**src/rtl/core/span_sprite_blitter_unit_macros.svh**
```systemverilog
// ---------------------------------------------------------------------------
// span_sprite_blitter_unit_macros
// Assertion macros for the span sprite blitter; empty in synthesis.
// ---------------------------------------------------------------------------
`ifndef SPAN_SPRITE_BLITTER_UNIT_MACROS_SVH
`define SPAN_SPRITE_BLITTER_UNIT_MACROS_SVH

`ifndef SYNTHESIS

// Same-cycle implication, sampled on clk, off while rst is high
`define SSB_ASSERT_IMP(label, ante, cons) \
  label: assert property (@(posedge clk) disable iff (rst) (ante) |-> (cons)) \
    else $error("span sprite blitter check failed");

// Next-cycle implication, sampled on clk, off while rst is high
`define SSB_ASSERT_NEXT(label, ante, cons) \
  label: assert property (@(posedge clk) disable iff (rst) (ante) |=> (cons)) \
    else $error("span sprite blitter check failed");

`else

`define SSB_ASSERT_IMP(label, ante, cons)
`define SSB_ASSERT_NEXT(label, ante, cons)

`endif

`endif

```
**src/rtl/core/ssb_pkg.sv**
```systemverilog
// ---------------------------------------------------------------------------
// ssb_pkg
// Shared widths, constants and types of the span sprite blitter.
// ---------------------------------------------------------------------------
`default_nettype none

package ssb_pkg;

  // Screen geometry, fixed by the result field widths
  localparam int SCREEN_WIDTH  = 640;
  localparam int SCREEN_HEIGHT = 480;
  localparam int COL_W         = $clog2(SCREEN_WIDTH);
  localparam int ROW_W         = $clog2(SCREEN_HEIGHT);

  // Field widths
  localparam int BYTE_W    = 8;
  localparam int WORD_W    = 16;
  localparam int ADDR_W    = 19;
  localparam int LEN_W     = 10;
  localparam int POS_X_W   = 10;
  localparam int POS_Y_W   = 9;

  // Configuration port
  localparam int CFG_INDEX_W = 3;
  localparam int CFG_DATA_W  = 10;

  localparam logic [CFG_INDEX_W-1:0] REG_POS_X       = 3'd0;
  localparam logic [CFG_INDEX_W-1:0] REG_POS_Y       = 3'd1;
  localparam logic [CFG_INDEX_W-1:0] REG_CLIP_LEFT   = 3'd2;
  localparam logic [CFG_INDEX_W-1:0] REG_CLIP_RIGHT  = 3'd3;
  localparam logic [CFG_INDEX_W-1:0] REG_CLIP_TOP    = 3'd4;
  localparam logic [CFG_INDEX_W-1:0] REG_CLIP_BOTTOM = 3'd5;

  localparam logic [POS_X_W-1:0] CLIP_RIGHT_RESET  = 10'd639;
  localparam logic [POS_Y_W-1:0] CLIP_BOTTOM_RESET = 9'd479;

  // Parameter defaults
  localparam int HEADER_BYTES_DEF   = 16;
  localparam int MAX_SPRITE_DIM_DEF = 1023;

  // Result queue
  localparam int QUEUE_DEPTH = 6;
  localparam int CNT_W       = $clog2(QUEUE_DEPTH + 1);

  typedef struct packed {
    logic [POS_X_W-1:0] pos_x;
    logic [POS_Y_W-1:0] pos_y;
    logic [POS_X_W-1:0] clip_left;
    logic [POS_X_W-1:0] clip_right;
    logic [POS_Y_W-1:0] clip_top;
    logic [POS_Y_W-1:0] clip_bottom;
  } clip_cfg_t;

  // One run of sprite columns [col_a, col_b) with one value
  typedef struct packed {
    logic              valid;
    logic [WORD_W-1:0] col_a;
    logic [WORD_W-1:0] col_b;
    logic [BYTE_W-1:0] pixel;
  } run_req_t;

  // Work handed from the parser to the clipper for one byte
  typedef struct packed {
    logic              valid;
    logic              image_end;
    logic [WORD_W-1:0] row;
    run_req_t          run0;
    run_req_t          run1;
  } blit_req_t;

  typedef struct packed {
    logic [ADDR_W-1:0] write_address;
    logic [LEN_W-1:0]  run_length;
    logic [BYTE_W-1:0] pixel_value;
    logic              image_done;
  } result_t;

  typedef struct packed {
    logic [1:0] count;
    result_t    res0;
    result_t    res1;
  } push_t;

endpackage

`default_nettype wire

```
**src/rtl/core/ssb_parser.sv**
```systemverilog
// ---------------------------------------------------------------------------
// ssb_parser
// Byte parser of the sprite stream; registers the runs each byte causes.
// ---------------------------------------------------------------------------
`default_nettype none

module ssb_parser #(
  parameter int HEADER_BYTES   = ssb_pkg::HEADER_BYTES_DEF,
  parameter int MAX_SPRITE_DIM = ssb_pkg::MAX_SPRITE_DIM_DEF
) (
  input  wire logic                      clk,
  input  wire logic                      rst,
  input  wire logic                      accept,
  input  wire logic [ssb_pkg::BYTE_W-1:0] image_byte,
  output ssb_pkg::blit_req_t             req
);

  import ssb_pkg::*;

  localparam int DIM_W = $clog2(MAX_SPRITE_DIM + 1);

  localparam logic [1:0] PH_HEADER = 2'd0;
  localparam logic [1:0] PH_ROWHDR = 2'd1;
  localparam logic [1:0] PH_SPAN   = 2'd2;

  // Header byte offsets
  localparam logic [WORD_W-1:0] HDR_WIDTH_LO  = 16'd2;
  localparam logic [WORD_W-1:0] HDR_WIDTH_HI  = 16'd3;
  localparam logic [WORD_W-1:0] HDR_HEIGHT_LO = 16'd4;
  localparam logic [WORD_W-1:0] HDR_HEIGHT_HI = 16'd5;
  // Row header byte offsets
  localparam logic [WORD_W-1:0] ROW_START_LO  = 16'd0;
  localparam logic [WORD_W-1:0] ROW_START_HI  = 16'd1;
  localparam logic [WORD_W-1:0] ROW_LENGTH_LO = 16'd2;

  logic [1:0]        parse_phase,   parse_phase_next;
  logic [WORD_W-1:0] byte_counter,  byte_counter_next;
  logic [DIM_W-1:0]  sprite_width,  sprite_width_next;
  logic [DIM_W-1:0]  sprite_height, sprite_height_next;
  logic [DIM_W-1:0]  row_index,     row_index_next;
  logic [WORD_W-1:0] span_start,    span_start_next;
  logic [WORD_W-1:0] span_length,   span_length_next;
  logic [BYTE_W-1:0] low_byte_hold, low_byte_hold_next;
  blit_req_t         req_next;

  logic [WORD_W-1:0] byte_word;
  logic [DIM_W-1:0]  row_inc;
  logic [WORD_W:0]   span_x;
  logic [WORD_W:0]   span_end;
  logic [WORD_W:0]   count_inc;
  logic [WORD_W:0]   width_ext;

  // Clamp a header dimension to the largest sprite size
  function automatic logic [DIM_W-1:0] sat_dim(input logic [WORD_W-1:0] v);
    logic [WORD_W-1:0] lim;
    lim = WORD_W'(MAX_SPRITE_DIM);
    return (v > lim) ? DIM_W'(lim) : DIM_W'(v);
  endfunction

  assign byte_word = {image_byte, low_byte_hold};
  assign row_inc   = row_index + DIM_W'(1);
  assign span_x    = {1'b0, span_start} + {1'b0, byte_counter};
  assign span_end  = {1'b0, span_start} + {1'b0, span_length};
  assign count_inc = {1'b0, byte_counter} + 17'd1;
  assign width_ext = (WORD_W + 1)'(sprite_width);

  // Decode one byte: update parser state and collect the runs it causes
  always_comb begin
    parse_phase_next   = parse_phase;
    byte_counter_next  = byte_counter;
    sprite_width_next  = sprite_width;
    sprite_height_next = sprite_height;
    row_index_next     = row_index;
    span_start_next    = span_start;
    span_length_next   = span_length;
    low_byte_hold_next = low_byte_hold;
    req_next           = '0;
    req_next.valid     = 1'b1;
    req_next.row       = WORD_W'(row_index);

    case (parse_phase)
      PH_HEADER: begin
        if (byte_counter == HDR_WIDTH_LO || byte_counter == HDR_HEIGHT_LO) begin
          low_byte_hold_next = image_byte;
        end else if (byte_counter == HDR_WIDTH_HI) begin
          sprite_width_next = sat_dim(byte_word);
        end else if (byte_counter == HDR_HEIGHT_HI) begin
          sprite_height_next = sat_dim(byte_word);
        end
        byte_counter_next = count_inc[WORD_W-1:0];
        if (count_inc >= (WORD_W + 1)'(HEADER_BYTES)) begin
          byte_counter_next = '0;
          row_index_next    = '0;
          if (sprite_height_next == '0) begin
            req_next.image_end = 1'b1;
            parse_phase_next   = PH_HEADER;
          end else begin
            parse_phase_next = PH_ROWHDR;
          end
        end
      end

      PH_ROWHDR: begin
        if (byte_counter == ROW_START_LO || byte_counter == ROW_LENGTH_LO) begin
          low_byte_hold_next = image_byte;
          byte_counter_next  = count_inc[WORD_W-1:0];
        end else if (byte_counter == ROW_START_HI) begin
          span_start_next   = byte_word;
          byte_counter_next = ROW_LENGTH_LO;
        end else begin
          span_length_next  = byte_word;
          byte_counter_next = '0;
          req_next.run0.valid = 1'b1;
          req_next.run0.col_a = '0;
          req_next.run0.pixel = '0;
          if (byte_word == '0) begin
            // Empty span: whole row as one zero run, then close the row
            req_next.run0.col_b = WORD_W'(sprite_width);
            if (row_inc >= sprite_height) begin
              req_next.image_end = 1'b1;
              parse_phase_next   = PH_HEADER;
              row_index_next     = '0;
            end else begin
              row_index_next   = row_inc;
              parse_phase_next = PH_ROWHDR;
            end
          end else begin
            // Leading zero run up to the span start
            req_next.run0.col_b = (span_start < WORD_W'(sprite_width)) ?
                                  span_start : WORD_W'(sprite_width);
            parse_phase_next = PH_SPAN;
          end
        end
      end

      PH_SPAN: begin
        if (span_x < width_ext) begin
          req_next.run0.valid = 1'b1;
          req_next.run0.col_a = span_x[WORD_W-1:0];
          req_next.run0.col_b = span_x[WORD_W-1:0] + WORD_W'(1);
          req_next.run0.pixel = image_byte;
        end
        byte_counter_next = count_inc[WORD_W-1:0];
        if (count_inc >= {1'b0, span_length}) begin
          // Trailing zero run after the span, then close the row
          if (span_end < width_ext) begin
            req_next.run1.valid = 1'b1;
            req_next.run1.col_a = span_end[WORD_W-1:0];
            req_next.run1.col_b = WORD_W'(sprite_width);
            req_next.run1.pixel = '0;
          end
          byte_counter_next = '0;
          if (row_inc >= sprite_height) begin
            req_next.image_end = 1'b1;
            parse_phase_next   = PH_HEADER;
            row_index_next     = '0;
          end else begin
            row_index_next   = row_inc;
            parse_phase_next = PH_ROWHDR;
          end
        end
      end

      default: begin
        // Unused phase code: drop back to the header
        parse_phase_next  = PH_HEADER;
        byte_counter_next = '0;
      end
    endcase
  end

  // Advance parser state on each transfer
  always_ff @(posedge clk) begin
    if (rst) begin
      parse_phase   <= PH_HEADER;
      byte_counter  <= '0;
      sprite_width  <= '0;
      sprite_height <= '0;
      row_index     <= '0;
      span_start    <= '0;
      span_length   <= '0;
      low_byte_hold <= '0;
    end else if (accept) begin
      parse_phase   <= parse_phase_next;
      byte_counter  <= byte_counter_next;
      sprite_width  <= sprite_width_next;
      sprite_height <= sprite_height_next;
      row_index     <= row_index_next;
      span_start    <= span_start_next;
      span_length   <= span_length_next;
      low_byte_hold <= low_byte_hold_next;
    end
  end

  // Hold the runs of the last transfer for the clipper
  always_ff @(posedge clk) begin
    if (rst) begin
      req.valid <= 1'b0;
    end else begin
      req.valid <= accept;
    end
    if (accept) begin
      req.image_end <= req_next.image_end;
      req.row       <= req_next.row;
      req.run0      <= req_next.run0;
      req.run1      <= req_next.run1;
    end
  end

endmodule

`default_nettype wire

```
**src/rtl/core/ssb_clip.sv**
```systemverilog
// ---------------------------------------------------------------------------
// ssb_clip
// Clips registered runs to the screen rectangle and forms the results.
// ---------------------------------------------------------------------------
`default_nettype none

module ssb_clip (
  input  wire ssb_pkg::blit_req_t req,
  input  wire ssb_pkg::clip_cfg_t cfg,
  output ssb_pkg::push_t          push
);

  import ssb_pkg::*;

  typedef struct packed {
    logic    keep;
    result_t res;
  } clip_out_t;

  logic [WORD_W:0] ry;
  logic            row_ok;
  logic [COL_W:0]  col_limit;
  clip_out_t       out0;
  clip_out_t       out1;

  // Clip one run to the column window and form its address
  function automatic clip_out_t clip_run(input run_req_t r, input clip_cfg_t c,
                                         input logic [WORD_W:0] row,
                                         input logic row_in, input logic [COL_W:0] lim);
    logic [WORD_W:0] lo;
    logic [WORD_W:0] hi;
    clip_out_t       o;
    lo = (WORD_W + 1)'(c.pos_x) + {1'b0, r.col_a};
    hi = (WORD_W + 1)'(c.pos_x) + {1'b0, r.col_b};
    if (lo < (WORD_W + 1)'(c.clip_left)) lo = (WORD_W + 1)'(c.clip_left);
    if (hi > (WORD_W + 1)'(lim)) hi = (WORD_W + 1)'(lim);
    o.keep = r.valid && row_in && (r.col_a < r.col_b) && (lo < hi);
    o.res.write_address = ADDR_W'(row[ROW_W-1:0]) * ADDR_W'(SCREEN_WIDTH) +
                          ADDR_W'(lo[COL_W-1:0]);
    o.res.run_length    = LEN_W'(hi - lo);
    o.res.pixel_value   = r.pixel;
    o.res.image_done    = 1'b0;
    return o;
  endfunction

  assign ry     = (WORD_W + 1)'(cfg.pos_y) + {1'b0, req.row};
  assign row_ok = (ry >= (WORD_W + 1)'(cfg.clip_top)) &&
                  (ry <= (WORD_W + 1)'(cfg.clip_bottom)) &&
                  (ry <  (WORD_W + 1)'(SCREEN_HEIGHT));

  // Right edge: the tighter of clip_right + 1 and the screen width
  always_comb begin
    col_limit = (COL_W + 1)'(cfg.clip_right) + (COL_W + 1)'(1);
    if (col_limit > (COL_W + 1)'(SCREEN_WIDTH)) col_limit = (COL_W + 1)'(SCREEN_WIDTH);
  end

  assign out0 = clip_run(req.run0, cfg, ry, row_ok, col_limit);
  assign out1 = clip_run(req.run1, cfg, ry, row_ok, col_limit);

  // Pack kept runs in order; mark the last one of the image, or emit an empty end
  always_comb begin
    push = '0;
    if (req.valid) begin
      if (out0.keep && out1.keep) begin
        push.count = 2'd2;
        push.res0  = out0.res;
        push.res1  = out1.res;
        push.res1.image_done = req.image_end;
      end else if (out0.keep || out1.keep) begin
        push.count = 2'd1;
        push.res0  = out0.keep ? out0.res : out1.res;
        push.res0.image_done = req.image_end;
      end else if (req.image_end) begin
        push.count = 2'd1;
        push.res0.image_done = 1'b1;
      end
    end
  end

endmodule

`default_nettype wire

```
**src/rtl/core/span_sprite_blitter_unit.sv**
```systemverilog
// ---------------------------------------------------------------------------
// span_sprite_blitter_unit
// Span-encoded sprite blitter: parses a byte stream into clipped framebuffer
// write runs.
// ---------------------------------------------------------------------------
// The parser registers the runs of a byte at its transfer; the clipper forms
// their results combinationally and the queue registers them for output.
// Throughput: one byte per cycle while the queue has room for two results
// beyond those in flight; one result leaves per cycle while out_ready is high.
// Reset: synchronous rst clears the parser, empties the queue and loads the
// register reset values; no clearing pass.
`default_nettype none

`include "span_sprite_blitter_unit_macros.svh"

module span_sprite_blitter_unit #(
  parameter int HEADER_BYTES   = ssb_pkg::HEADER_BYTES_DEF,
  parameter int MAX_SPRITE_DIM = ssb_pkg::MAX_SPRITE_DIM_DEF
) (
  input  wire logic                           clk,
  input  wire logic                           rst,
  input  wire logic                           in_valid,
  output logic                                in_ready,
  input  wire logic [ssb_pkg::BYTE_W-1:0]     image_byte,
  output logic                                out_valid,
  input  wire logic                           out_ready,
  output logic [ssb_pkg::ADDR_W-1:0]          write_address,
  output logic [ssb_pkg::LEN_W-1:0]           run_length,
  output logic [ssb_pkg::BYTE_W-1:0]          pixel_value,
  output logic                                image_done,
  input  wire logic                           cfg_write,
  input  wire logic [ssb_pkg::CFG_INDEX_W-1:0] cfg_index,
  input  wire logic [ssb_pkg::CFG_DATA_W-1:0]  cfg_data
);

  import ssb_pkg::*;

  clip_cfg_t        cfg;
  blit_req_t        req;
  push_t            push;
  logic             in_accept;
  logic             pop;

  result_t          entries      [QUEUE_DEPTH];
  result_t          entries_next [QUEUE_DEPTH];
  result_t          shifted      [QUEUE_DEPTH];
  logic [CNT_W-1:0] count, count_next;
  logic [CNT_W-1:0] base;
  logic [CNT_W:0]   reserve;

  // Configuration registers
  always_ff @(posedge clk) begin
    if (rst) begin
      cfg.pos_x       <= '0;
      cfg.pos_y       <= '0;
      cfg.clip_left   <= '0;
      cfg.clip_right  <= CLIP_RIGHT_RESET;
      cfg.clip_top    <= '0;
      cfg.clip_bottom <= CLIP_BOTTOM_RESET;
    end else if (cfg_write) begin
      case (cfg_index)
        REG_POS_X:       cfg.pos_x       <= cfg_data[POS_X_W-1:0];
        REG_POS_Y:       cfg.pos_y       <= cfg_data[POS_Y_W-1:0];
        REG_CLIP_LEFT:   cfg.clip_left   <= cfg_data[POS_X_W-1:0];
        REG_CLIP_RIGHT:  cfg.clip_right  <= cfg_data[POS_X_W-1:0];
        REG_CLIP_TOP:    cfg.clip_top    <= cfg_data[POS_Y_W-1:0];
        REG_CLIP_BOTTOM: cfg.clip_bottom <= cfg_data[POS_Y_W-1:0];
        default: begin
        end
      endcase
    end
  end

  // Take a byte only when the queue has room for everything in flight
  assign reserve   = (CNT_W + 1)'(count) + (req.valid ? (CNT_W + 1)'(2) : '0) +
                     (CNT_W + 1)'(2);
  assign in_ready  = (reserve <= (CNT_W + 1)'(QUEUE_DEPTH));
  assign in_accept = in_valid && in_ready;

  ssb_parser #(
    .HEADER_BYTES   (HEADER_BYTES),
    .MAX_SPRITE_DIM (MAX_SPRITE_DIM)
  ) u_parser (
    .clk        (clk),
    .rst        (rst),
    .accept     (in_accept),
    .image_byte (image_byte),
    .req        (req)
  );

  ssb_clip u_clip (
    .req  (req),
    .cfg  (cfg),
    .push (push)
  );

  // Result queue: head at entry zero, shift on each output transfer
  assign pop  = out_valid && out_ready;
  assign base = count - CNT_W'(pop);

  always_comb begin
    for (int i = 0; i < QUEUE_DEPTH - 1; i++) begin
      shifted[i] = entries[i + 1];
    end
    shifted[QUEUE_DEPTH-1] = entries[QUEUE_DEPTH-1];
  end

  always_comb begin
    for (int i = 0; i < QUEUE_DEPTH; i++) begin
      entries_next[i] = pop ? shifted[i] : entries[i];
      if (push.count != 2'd0 && CNT_W'(i) == base) begin
        entries_next[i] = push.res0;
      end
      if (push.count == 2'd2 && CNT_W'(i) == base + CNT_W'(1)) begin
        entries_next[i] = push.res1;
      end
    end
    count_next = base + CNT_W'(push.count);
  end

  always_ff @(posedge clk) begin
    if (rst) begin
      count <= '0;
    end else begin
      count <= count_next;
    end
  end

  always_ff @(posedge clk) begin
    for (int i = 0; i < QUEUE_DEPTH; i++) begin
      entries[i] <= entries_next[i];
    end
  end

  assign out_valid     = (count != '0);
  assign write_address = entries[0].write_address;
  assign run_length    = entries[0].run_length;
  assign pixel_value   = entries[0].pixel_value;
  assign image_done    = entries[0].image_done;

  // Checks
  `SSB_ASSERT_IMP(a_queue_bound, 1'b1, count <= CNT_W'(QUEUE_DEPTH))
  `SSB_ASSERT_NEXT(a_transfer_to_req, in_accept, req.valid)
  `SSB_ASSERT_IMP(a_end_gives_result, req.valid && req.image_end, push.count != 2'd0)
  `SSB_ASSERT_IMP(a_empty_is_final, out_valid && run_length == '0, image_done && write_address == '0 && pixel_value == '0)

endmodule

`default_nettype wire

```
**config.mk**
```make
export PLATFORM = sky130hd
export DESIGN_NAME = span_sprite_blitter_unit
export DESIGN_NICKNAME = d
export VERILOG_FILES = /design/src/rtl/core/ssb_pkg.sv /design/src/rtl/core/ssb_parser.sv /design/src/rtl/core/ssb_clip.sv /design/src/rtl/core/span_sprite_blitter_unit.sv
export VERILOG_INCLUDE_DIRS = /design/src /design/src/rtl/core
export SDC_FILE = /design/constraint.sdc
export NUM_CORES = 1
export LEC_CHECK = 0
export BUFFER_PORTS_ARGS = -buffer_cell sky130_fd_sc_hd__buf_2
export CAP_MARGIN = 10
export CORE_ASPECT_RATIO = 0.9
export CORE_UTILIZATION = 25
export CTS_CLUSTER_DIAMETER = 150
export DETAILED_ROUTE_END_ITERATION = 8
export HOLD_SLACK_MARGIN = 0.03
export PLACE_DENSITY = 0.38
export SYNTH_ARGS = -nofsm -noshare
export SYNTH_HDL_FRONTEND = slang
export SYNTH_SLANG_ARGS = --single-unit
```
**constraint.sdc**
```tcl
create_clock -name clk -period 9.3 [get_ports clk]
set_input_delay 1.86 -clock clk [delete_from_list [all_inputs] [get_ports clk]]
set_output_delay 1.86 -clock clk [all_outputs]
set_load 0.03 [all_outputs]
```
==> metrics.md, run 1 <==
| Metric | Value |
|---|---|
| Synthesis-to-layout area growth | `15.20%` |
| Total number of vias | `25184` |
| Width of the die | `373.9 um` |
| Most frequent cell after synthesis | `nand2_1` |
| Relative slew slack | `4.128%` |
| Top cells by count, synth | `389 x nand2_1, 349 x nor2_1, 307 x edfxtp_1` |
| EDFF count, synth | `307` |
| CP bufs+invs | `0` |
| Max incr delay on CP | `0.57 ns` |
| Slowest-stage cell, CP | `nor2_2` |
| CP Capture Type | `register` |
| PD cells | `227.2 nW/um^2` |
| Final #Nets | `3838` |
| Max-cap violations | `0` |
| Routed WL | `110200 um` |
| Die area | `125900 sq um` |
| Critical Path RT | `9.76 ns` |
| Fmax | `0.1189 GHz` |
| Post-Synth Adder-Cell Area | `12.94%` |
| Hold slack | `0.4536 ns` |
| Post-Synth Simple-Gate Area | `17.31%` |
| Setup CP Type | `register to register` |
| Grt total ovfl | `0` |
| Most used DFF post-synth | `edfxtp_1` |
| Leakage | `13.93 nW` |
| Final Util | `29.10%` |
| Routed WL per cell | `21.37 um` |
| Final critical-path share of the clock period | `90.41%` |
| Seq cells post-synth | `456` |
| XOR/XNOR share of the synthesized area | `3.792%` |
| FF-to-FF setup slack | `0.89 ns` |
| Post_cts resized | `0` |
| IO buf count | `65` |
| Reg clk slew, reported paths | `0.06 ns` |
| Fraction of layout cells with a size suffix above 1 | `10.24%` |
| H-tree Lvls | `2` |
| CTS buffer count | `57` |
| Post-synthesis compound-gate area fraction | `17.89%` |
| Max-slew violations | `0` |
| Post-route ant nets | `0` |
| RSZ-0062 raised after global routing | `false` |
| Mux share of post-synthesis cell area | `4.532%` |
| Vias/cell | `4.883` |
| Peak VDD IR | `172.3 uV` |
| Crit path DAT | `8.87 ns` |
| Mapped cell area | `31120 sq um` |
| Critical Path Most Common Cell | `o21ai_0` |
| Status | `finished clean` |
| Largest family of logic cells by synthesized area | `compound AO/OA/AOI/OAI gates` |
| TritonCTS clock tree | `yes` |
| Worst-Margin Slew | `1.434 ns` |
| Final hold violations | `0` |
| Synth area leader | `edfxtp_1` |
| Worst-path maximum fanout | `13` |
| # IOs | `66` |
| Worst-Skew Late Latency | `0.67 ns` |
| N_diodes | `0` |
| Initial DRT Pass Iterations | `5` |
| Mapped Cells | `3392` |
| Filler cell count | `12973` |
| # clock sinks | `456` |
| Synth cell types | `107` |
| Largest net degree at the start of global routing | `81` |
| Worst Hold Class | `register to register` |
| Initial Util | `25.26%` |
| Die H | `336.7 um` |
| Min Tclk post-route | `8.408 ns` |
| Layout Skew | `0.04739 ns` |
| Initial antenna violation count | `3` |
| Clock buffer depth | `3` |
| Sum Neg Setup Slack | `0 ns` |
| Yosys warns | `0` |
| GRT Overall Usage | `17.34%` |
| Register area share after synthesis | `39.21%` |
| Mean area per synthesized cell | `9.173 sq um` |
| Share of async-settable or async-resettable flops after synthesis | `0%` |
| Crit path max-delay family | `compound AO/OA/AOI/OAI gates` |
| Floorplan core area | `123200 sq um` |
| DP HPWL | `86510 um` |
| Row cnt | `122` |
| Setup repair bufs after CTS | `0` |
| Setup violations, final | `0` |
| Drt initial violations | `1861` |
| Post-synth top area share | `29.63%` |
| Hold_buf cts | `0` |
| First-pass GRT wire length | `164700 um` |
| DRC | `0` |
| Via count of the first global-routing pass | `24538` |
| GP Congestion | `0.8510` |
| Top post-synthesis cells by area | `edfxtp_1 30%, ha_1 12%, dfxtp_1 9.6%, nand2_1 4.7%, nor2_1 4.2%` |
| Worst setup SP type | `register` |
| Root buffer cell | `clkbuf_16` |
[routing by layer]
layer / share of wire (%) / GRT usage, % / vias to the layer above
met3: 4.0 / 2.316 / 118
met1: 50 / 25.11 / 12020
li1: - / - / 12528
met2: 44 / 27.07 / 514
met4: 2.0 / 4.106 / 4
met5: 0.025 / 0 / -
[through the flow]
step | instance area, sq um | total power, mW | std cells | setup WS (ns)
floorplan | 31200 | 4.657 | 3415 | 0.6203
global placement | 33820 | 5.750 | 5051 | 1.014
detailed placement | 33820 | 5.731 | 5051 | 0.9230
CTS | 35850 | 8.235 | 5157 | 0.9034
global route | 35850 | 8.624 | 5157 | 0.2992
finish | 35850 | 8.146 | 5157 | 0.8921
[final timing paths]
path                               from              to  depth (start not counted)
worst max register to register  cfg[18]  entries[3][27]                         32
worst max-delay path            cfg[18]  entries[3][27]                         32
worst min register to register  cfg[17]         cfg[17]                          2
worst min-delay path            cfg[17]         cfg[17]                          2
[state kept, by name, indices dropped and copies added (netlist names)]
register and flops:
cfg 57, u_parser.sprite_height 10, u_parser.span_length 16, u_parser.byte_counter 16, count 3, u_parser.low_byte_hold 8, u_parser.parse_phase 2, u_parser.span_start 16
u_parser.sprite_width 10, u_parser.row_index 10, u_parser.req 80, entries 228
[cell type report]
| cell class | count | area [sq um] | share of cell area, % |
|---|---|---|---|
| clock buffer | 73 | 1548 | 4.318 |
| clock inverter | 33 | 479.2 | 1.337 |
| inverter | 201 | 755.7 | 2.108 |
| multi-input combinational | 2623 | 17770 | 49.58 |
| sequential | 456 | 12200 | 34.04 |
| tap | 1612 | 2017 | 5.627 |
| timing repair buffer | 159 | 1071 | 2.988 |
[placed cells by master, fill, tap and decap left out, types with 39 or more instances in the layout]
cell,synthesis,routed
buf_2,32,64
inv_1,198,197
clkbuf_16,0,58
a22oi_1,45,45
ha_1,301,301
xnor2_1,92,92
o21ai_0,194,194
a21oi_1,257,254
dfxtp_1,149,149
mux2i_1,92,90
edfxtp_1,307,307
nor2_1,349,347
o22ai_1,43,43
buf_4,3,92
nor3_1,45,45
nand3_1,75,75
nand2_1,389,384
xor2_1,39,39
a21o_1,51,51
and2_1,39,39
[worst reg2reg max path: cells and delay by family (launching register included)]
kind | cells | cell delay, ns
adder cells (fa/ha/maj) | 3 | 0.94
AO/OA/AOI/OAI | 20 | 4.38
flip-flops | 1 | 0.47
AND/OR/NAND/NOR | 7 | 1.93
XOR/XNOR | 1 | 0.15
multiplexers | 1 | 0.37
[power breakdown]
part	switching, mW	internal, mW	total, mW
clock	0.972	1.48	2.45
combinational	1.90	0.916	2.81
sequential	0.166	2.71	2.88
total	3.04	5.11	8.15
[kinds of logic after synthesis]
group | after synthesis
AOI/OAI and AO/OA | 874
other | 2
xor gates and xnor gates | 133
and+or+nand+nor | 1143
muxes | 134
DFF | 456
buffers and inverters | 336
adders and majority gates | 314
Note: power is estimated with default switching activity, not from simulation.
==> inputs of run 2 (changes only) <==
--- a/config.mk
+++ b/config.mk
@@ -9,11 +9,11 @@
 export BUFFER_PORTS_ARGS = -buffer_cell sky130_fd_sc_hd__buf_2
 export CAP_MARGIN = 10
 export CORE_ASPECT_RATIO = 0.9
-export CORE_UTILIZATION = 25
+export CORE_UTILIZATION = 58
 export CTS_CLUSTER_DIAMETER = 150
 export DETAILED_ROUTE_END_ITERATION = 8
 export HOLD_SLACK_MARGIN = 0.03
-export PLACE_DENSITY = 0.38
+export PLACE_DENSITY = 0.76
 export SYNTH_ARGS = -nofsm -noshare
 export SYNTH_HDL_FRONTEND = slang
 export SYNTH_SLANG_ARGS = --single-unit
==> run 2 against run 1 <==
Sequential cell count is the same. Combinational power shrank 4%. Critical path depth grew 1. Cell count shrank 19%. Count of clock-buffer cells in the layout shrank 13. Routed wire length shrank 14%. Clock skew shrank 0.0081 ns. Global-route usage grew 17 points. Sequential share of layout area grew 1.9 points. Clock power shrank 18%. Critical path type unchanged. Largest cell class unchanged. Largest power group unchanged.
==> metrics.md, run 2 (synthesized netlist as in run 1, its figures left out) <==
| Metric | Value |
|---|---|
| Status | `finished clean (unchanged)` |
| Non-filler instance count after layout | `4191 (was 5157)` |
| Crit path DAT | `8.81 ns (was 8.87 ns)` |
| GP Congestion | `1.032 (was 0.8510)` |
| Relative slew slack | `17.56% (was 4.128%)` |
| DRC | `0 (unchanged)` |
| Most flops, register | `entries (unchanged)` |
| Vias/cell | `6.428 (was 4.883)` |
| Area of the multi-input gates | `17750 sq um (was 17770 sq um)` |
| Max incr delay on CP | `0.89 ns (was 0.57 ns)` |
| Row cnt | `80 (was 122)` |
| Post_cts resized | `0 (unchanged)` |
| Top flop regs | `entries (228), u_parser.req (80), cfg (57) (unchanged)` |
| Hold_buf cts | `0 (unchanged)` |
| RSZ-0062 raised after global routing | `false (unchanged)` |
| Fmax | `0.1179 GHz (was 0.1189 GHz)` |
| TritonCTS clock tree | `yes (unchanged)` |
| Die area | `54580 sq um (was 125900 sq um)` |
| Total power | `7.613 mW (was 8.146 mW)` |
| Initial Util | `58.76% (was 25.26%)` |
| Crit path max-delay family | `compound AO/OA/AOI/OAI gates (unchanged)` |
| Worst setup SP type | `register (unchanged)` |
| Total number of vias | `26940 (was 25184)` |
| Die H | `221.7 um (was 336.7 um)` |
| Final #Nets | `3789 (was 3838)` |
| Most common cell after layout, fill and taps aside | `nand2_1 (unchanged)` |
| Worst-Margin Slew | `1.235 ns (was 1.434 ns)` |
| Final critical-path share of the clock period | `91.24% (was 90.41%)` |
| Critical Path RT | `9.62 ns (was 9.76 ns)` |
| CP bufs+invs | `1 (was 0)` |
| Setup violations, final | `0 (unchanged)` |
| Initial DRT Pass Iterations | `7 (was 5)` |
| Sum Neg Setup Slack | `0 ns (unchanged)` |
| Leakage | `13.52 nW (was 13.93 nW)` |
| GRT Overall Usage | `34.45% (was 17.34%)` |
| Clock buffer depth | `3 (unchanged)` |
| Grt total ovfl | `0 (unchanged)` |
| Floorplan core area | `52950 sq um (was 123200 sq um)` |
| H-tree Lvls | `2 (unchanged)` |
| Post-route ant nets | `0 (unchanged)` |
| Register area | `12200 sq um (unchanged)` |
| Routed WL per cell | `22.71 um (was 21.37 um)` |
| Slowest-stage cell, CP | `a21o_1 (was nor2_2)` |
| IO buf count | `65 (unchanged)` |
| CTS buffer count | `48 (was 57)` |
| Root buffer cell | `clkbuf_16 (unchanged)` |
| Final hold violations | `0 (unchanged)` |
| Peak VDD IR | `193.5 uV (was 172.3 uV)` |
| # clock sinks | `456 (unchanged)` |
| Worst Hold Class | `register to register (unchanged)` |
| PD cells | `224.3 nW/um^2 (was 227.2 nW/um^2)` |
| Max FFs per register | `228 (unchanged)` |
| Worst-Skew Late Latency | `0.62 ns (was 0.67 ns)` |
| Max-cap violations | `0 (unchanged)` |
| Initial antenna violation count | `4 (was 3)` |
| Filler cell count | `4334 (was 12973)` |
| # IOs | `66 (unchanged)` |
| Min Tclk post-route | `8.485 ns (was 8.408 ns)` |
| Fraction of layout cells with a size suffix above 1 | `8.426% (was 10.24%)` |
| Commonest cells after routing, fill and taps aside | `389 x nand2_1, 348 x nor2_1, 307 x edfxtp_1 (was 384 x nand2_1, 347 x nor2_1, 307 x edfxtp_1)` |
| Width of the die | `246.2 um (was 373.9 um)` |
| Reg clk slew, reported paths | `0.06 ns (about the same)` |
| Worst-path maximum fanout | `27 (was 13)` |
| Via count of the first global-routing pass | `25719 (was 24538)` |
| Max-slew violations | `0 (unchanged)` |
| CP Capture Type | `register (unchanged)` |
| DP HPWL | `73400 um (was 86510 um)` |
| Setup repair bufs after CTS | `0 (unchanged)` |
| Dpl cells | `4096 (was 5051)` |
| Layout Skew | `0.03933 ns (was 0.04739 ns)` |
| Routed WL | `95170 um (was 110200 um)` |
| Largest net degree at the start of global routing | `90 (was 81)` |
| Drt initial violations | `3223 (was 1861)` |
| Synthesis-to-layout area growth | `9.063% (was 15.20%)` |
| Setup CP Type | `register to register (unchanged)` |
| First-pass GRT wire length | `146800 um (was 164700 um)` |
==> run 2: area by class of cell <==
class,count,area share (%)
repair buffers,119,2.161
multi-input cells,2623,52.30
well taps,697,2.570
diodes,5,0.03687
clock inverters,30,1.018
clock buffers,60,3.731
flip-flops and latches,456,35.95
inverters,201,2.227
==> run 2: stage by stage <==
step	hold WS (ns)	utilization [%]	area, sq um	setup slack (ns)
2_1_floorplan	0.4363	-	31200	0.6203
3_3_place_gp	0.4451	61.02	32310	1.269
3_5_place_dp	0.4519	61.02	32310	1.037
4_1_cts	0.4606	64.07	33920	1.040
5_1_grt	0.4761	64.08	33930	0.4174
6_report	0.4607	64.09	33940	0.8148
==> run 2: routing by layer <==
| metal | track usage [%] | vias up | share of wire [%] |
|---|---|---|---|
| li1 | - | 12423 | - |
| met1 | 49.94 | 12890 | 43 |
| met2 | 53.36 | 1414 | 44 |
| met3 | 3.764 | 213 | 9.0 |
| met4 | 11.80 | 0 | 3.4 |
| met5 | 0 | - | 0 |
==> run 2: where the power goes <==
group | switching (mW) | internal [mW] | total [mW]
Clock | 0.866 | 1.14 | 2.01
Sequential | 0.195 | 2.72 | 2.91
Combinational | 1.83 | 0.865 | 2.69
Total | 2.89 | 4.72 | 7.61
==> run 2: worst paths after layout <==
check / to / slack [ns] / cells after the start / start
min: cfg[13] / 0.46 / 2 / cfg[13]
max reg2reg: entries[1][32] / 0.81 / 33 / cfg[18]
max: entries[1][32] / 0.81 / 33 / cfg[18]
min reg2reg: cfg[13] / 0.46 / 2 / cfg[13]
==> run 2: tightest hold or removal path: cells and delay by family, from the launching register on <==
kind | cells | cell delay, ns
flops | 1 | 0.31
compound gates | 1 | 0.05
simple gates | 1 | 0.05
==> inputs of run 3 (changes only) <==
--- a/config.mk
+++ b/config.mk
@@ -6,6 +6,7 @@
 export SDC_FILE = /design/constraint.sdc
 export NUM_CORES = 1
 export LEC_CHECK = 0
+export ABC_CLOCK_PERIOD_IN_PS = 9300
 export BUFFER_PORTS_ARGS = -buffer_cell sky130_fd_sc_hd__buf_2
 export CAP_MARGIN = 10
 export CORE_ASPECT_RATIO = 0.9
@@ -14,6 +15,7 @@
 export DETAILED_ROUTE_END_ITERATION = 8
 export HOLD_SLACK_MARGIN = 0.03
 export PLACE_DENSITY = 0.76
+export RECOVER_POWER = 50
 export SYNTH_ARGS = -nofsm -noshare
 export SYNTH_HDL_FRONTEND = slang
 export SYNTH_SLANG_ARGS = --single-unit
==> run 3 against run 2 <==
The flow now finishes with violations (capacitance limit, slew limit). Register-to-register slack worse by 0.19 ns. Via count hardly changed. First-iteration DRC count fell by 11%. Count of clock-buffer cells in the layout unchanged. Total power fell by 0.35%. Largest cell class unchanged.
==> metrics.md, run 3 (synthesized netlist as in run 1, its figures left out) <==
| Metric | Value |
|---|---|
| CTS buffer count | `48 (unchanged)` |
| Total number of vias | `26961 (was 26940)` |
| DRC | `0 (unchanged)` |
| Worst-Skew Late Latency | `0.62 ns (about the same)` |
| Initial antenna violation count | `4 (unchanged)` |
| Leakage | `13.36 nW (was 13.52 nW)` |
| Worst-Margin Slew | `3.424 ns (was 1.235 ns)` |
| Final critical-path share of the clock period | `93.23% (was 91.24%)` |
| Floorplan core area | `52950 sq um (unchanged)` |
| Peak VDD IR | `192.8 uV (was 193.5 uV)` |
| Row cnt | `80 (unchanged)` |
| PD cells | `224.5 nW/um^2 (was 224.3 nW/um^2)` |
| Initial Util | `58.76% (unchanged)` |
| GP Congestion | `1.032 (unchanged)` |
| Slowest-stage cell, CP | `and2_1 (was a21o_1)` |
| H-tree Lvls | `2 (unchanged)` |
| Worst-path maximum fanout | `23 (was 27)` |
| Max-slew violations | `213 (was 0)` |
| Die area | `54580 sq um (unchanged)` |
| # IOs | `66 (unchanged)` |
| Critical Path RT | `9.60 ns (was 9.62 ns)` |
| Critical Path Most Common Cell | `o21ai_0` |
| Status | `finished, violations left (was finished clean)` |
| TritonCTS clock tree | `yes (unchanged)` |
| Setup repair bufs after CTS | `0 (unchanged)` |
| Commonest cells after routing, fill and taps aside | `389 x nand2_1, 348 x nor2_1, 307 x edfxtp_1 (unchanged)` |
| Setup violations, final | `0 (unchanged)` |
| Most flops, register | `entries (unchanged)` |
| Sum Neg Setup Slack | `0 ns (unchanged)` |
| Root buffer cell | `clkbuf_16 (unchanged)` |
| Most common cell after layout, fill and taps aside | `nand2_1 (unchanged)` |
| Non-filler instance count after layout | `4191 (unchanged)` |
| Vias/cell | `6.433 (was 6.428)` |
| Fraction of layout cells with a size suffix above 1 | `6.879% (was 8.426%)` |
| # clock sinks | `456 (unchanged)` |
| Min Tclk post-route | `8.670 ns (was 8.485 ns)` |
| Met2 usage | `53.36% (unchanged)` |
| GR peak layer | `met2 (unchanged)` |
| Max incr delay on CP | `0.82 ns (was 0.89 ns)` |
| Top flop regs | `entries (228), u_parser.req (80), cfg (57) (unchanged)` |
| Max FFs per register | `228 (unchanged)` |
| Dpl cells | `4096 (unchanged)` |
| Via count of the first global-routing pass | `25719 (unchanged)` |
| Filler cell count | `4368 (was 4334)` |
| Grt total ovfl | `0 (unchanged)` |
| Failing checks | `capacitance limit, slew limit` |
| Hold_buf cts | `0 (unchanged)` |
| Worst Hold Class | `register to register (unchanged)` |
| Final #Nets | `3789 (unchanged)` |
| Synthesis-to-layout area growth | `8.613% (was 9.063%)` |
| Initial DRT Pass Iterations | `6 (was 7)` |
| Reg clk slew, reported paths | `0.07 ns (was 0.06 ns)` |
| GRT Overall Usage | `34.45% (unchanged)` |
| Fmax | `0.1153 GHz (was 0.1179 GHz)` |
| Met1 usage | `49.94% (unchanged)` |
| Die H | `221.7 um (unchanged)` |
| Met3 Use GR | `3.764% (unchanged)` |
| Setup CP Type | `register to register (unchanged)` |
| Layout Skew | `0.03736 ns (was 0.03933 ns)` |
| IO buf count | `65 (unchanged)` |
| Largest net degree at the start of global routing | `90 (unchanged)` |
| Hold slack | `0.4616 ns (was 0.4607 ns)` |
| Routed WL | `95110 um (was 95170 um)` |
| Worst setup SP type | `register (unchanged)` |
| Final hold violations | `0 (unchanged)` |
| Crit path DAT | `8.97 ns (was 8.81 ns)` |
| RSZ-0062 raised after global routing | `false (unchanged)` |
| Drt initial violations | `2879 (was 3223)` |
| DP HPWL | `73400 um (unchanged)` |
| Relative slew slack | `-128.3% (was 17.56%)` |
| Post_cts resized | `0 (unchanged)` |
| Width of the die | `246.2 um (unchanged)` |
| Routed WL per cell | `22.69 um (was 22.71 um)` |
| Post-route ant nets | `0 (unchanged)` |
| CP Capture Type | `register (unchanged)` |
| First-pass GRT wire length | `146800 um (unchanged)` |
| Max-cap violations | `3 (was 0)` |
| FF-to-FF setup slack | `0.63 ns (was 0.81 ns)` |
| Clock buffer depth | `3 (unchanged)` |
-- run 3: per-layer routing --
| layer | wire length (um) | up-vias |
|---|---|---|
| met5 | 0 | - |
| met4 | 3182 | 0 |
| met3 | 8468 | 212 |
| met2 | 42120 | 1399 |
| met1 | 41330 | 12929 |
| li1 | - | 12421 |
-- run 3: per-stage QoR --
stage	area [sq um]	worst slack, ns	power (mW)	util, %
floorplan	31200	0.6203	4.657	-
global placement	32310	1.269	5.502	61.02
detailed placement	32310	1.037	5.569	61.02
CTS	33920	1.040	7.566	64.07
global route	33790	0.2132	7.895	63.82
finish	33800	0.6296	7.586	63.83
-- run 3: final cells by class --
type	count	area (sq um)	area share, %
timing repair buffer	119	654.4	1.936
inverter	201	755.7	2.236
clock buffer	60	1266	3.747
sequential	456	12200	36.10
clock inverter	30	345.3	1.022
antenna	5	12.51	0.03702
multi-input combinational	2623	17690	52.34
tap	697	872.1	2.580
-- run 3: critical path: cells and delay by family, from the launching register on --
kind / cells / cell delay (ns)
simple gates: 10 / 3.52
compound gates: 16 / 3.07
fa+ha+maj: 3 / 0.88
flops: 1 / 0.47
buf+inv: 1 / 0.26
xor+xnor: 1 / 0.17
-- run 3: report_power, final --
part	switching, mW	internal, mW
clock	0.862	1.14
combinational	1.82	0.841
sequential	0.197	2.72
total	2.88	4.70
-- run 3: worst paths after layout --
check        cells past startpoint    start        endpoint
max                             31  cfg[18]  entries[3][26]
min reg2reg                      2   cfg[9]          cfg[9]
max reg2reg                     31  cfg[18]  entries[3][26]
min                              2   cfg[9]          cfg[9]
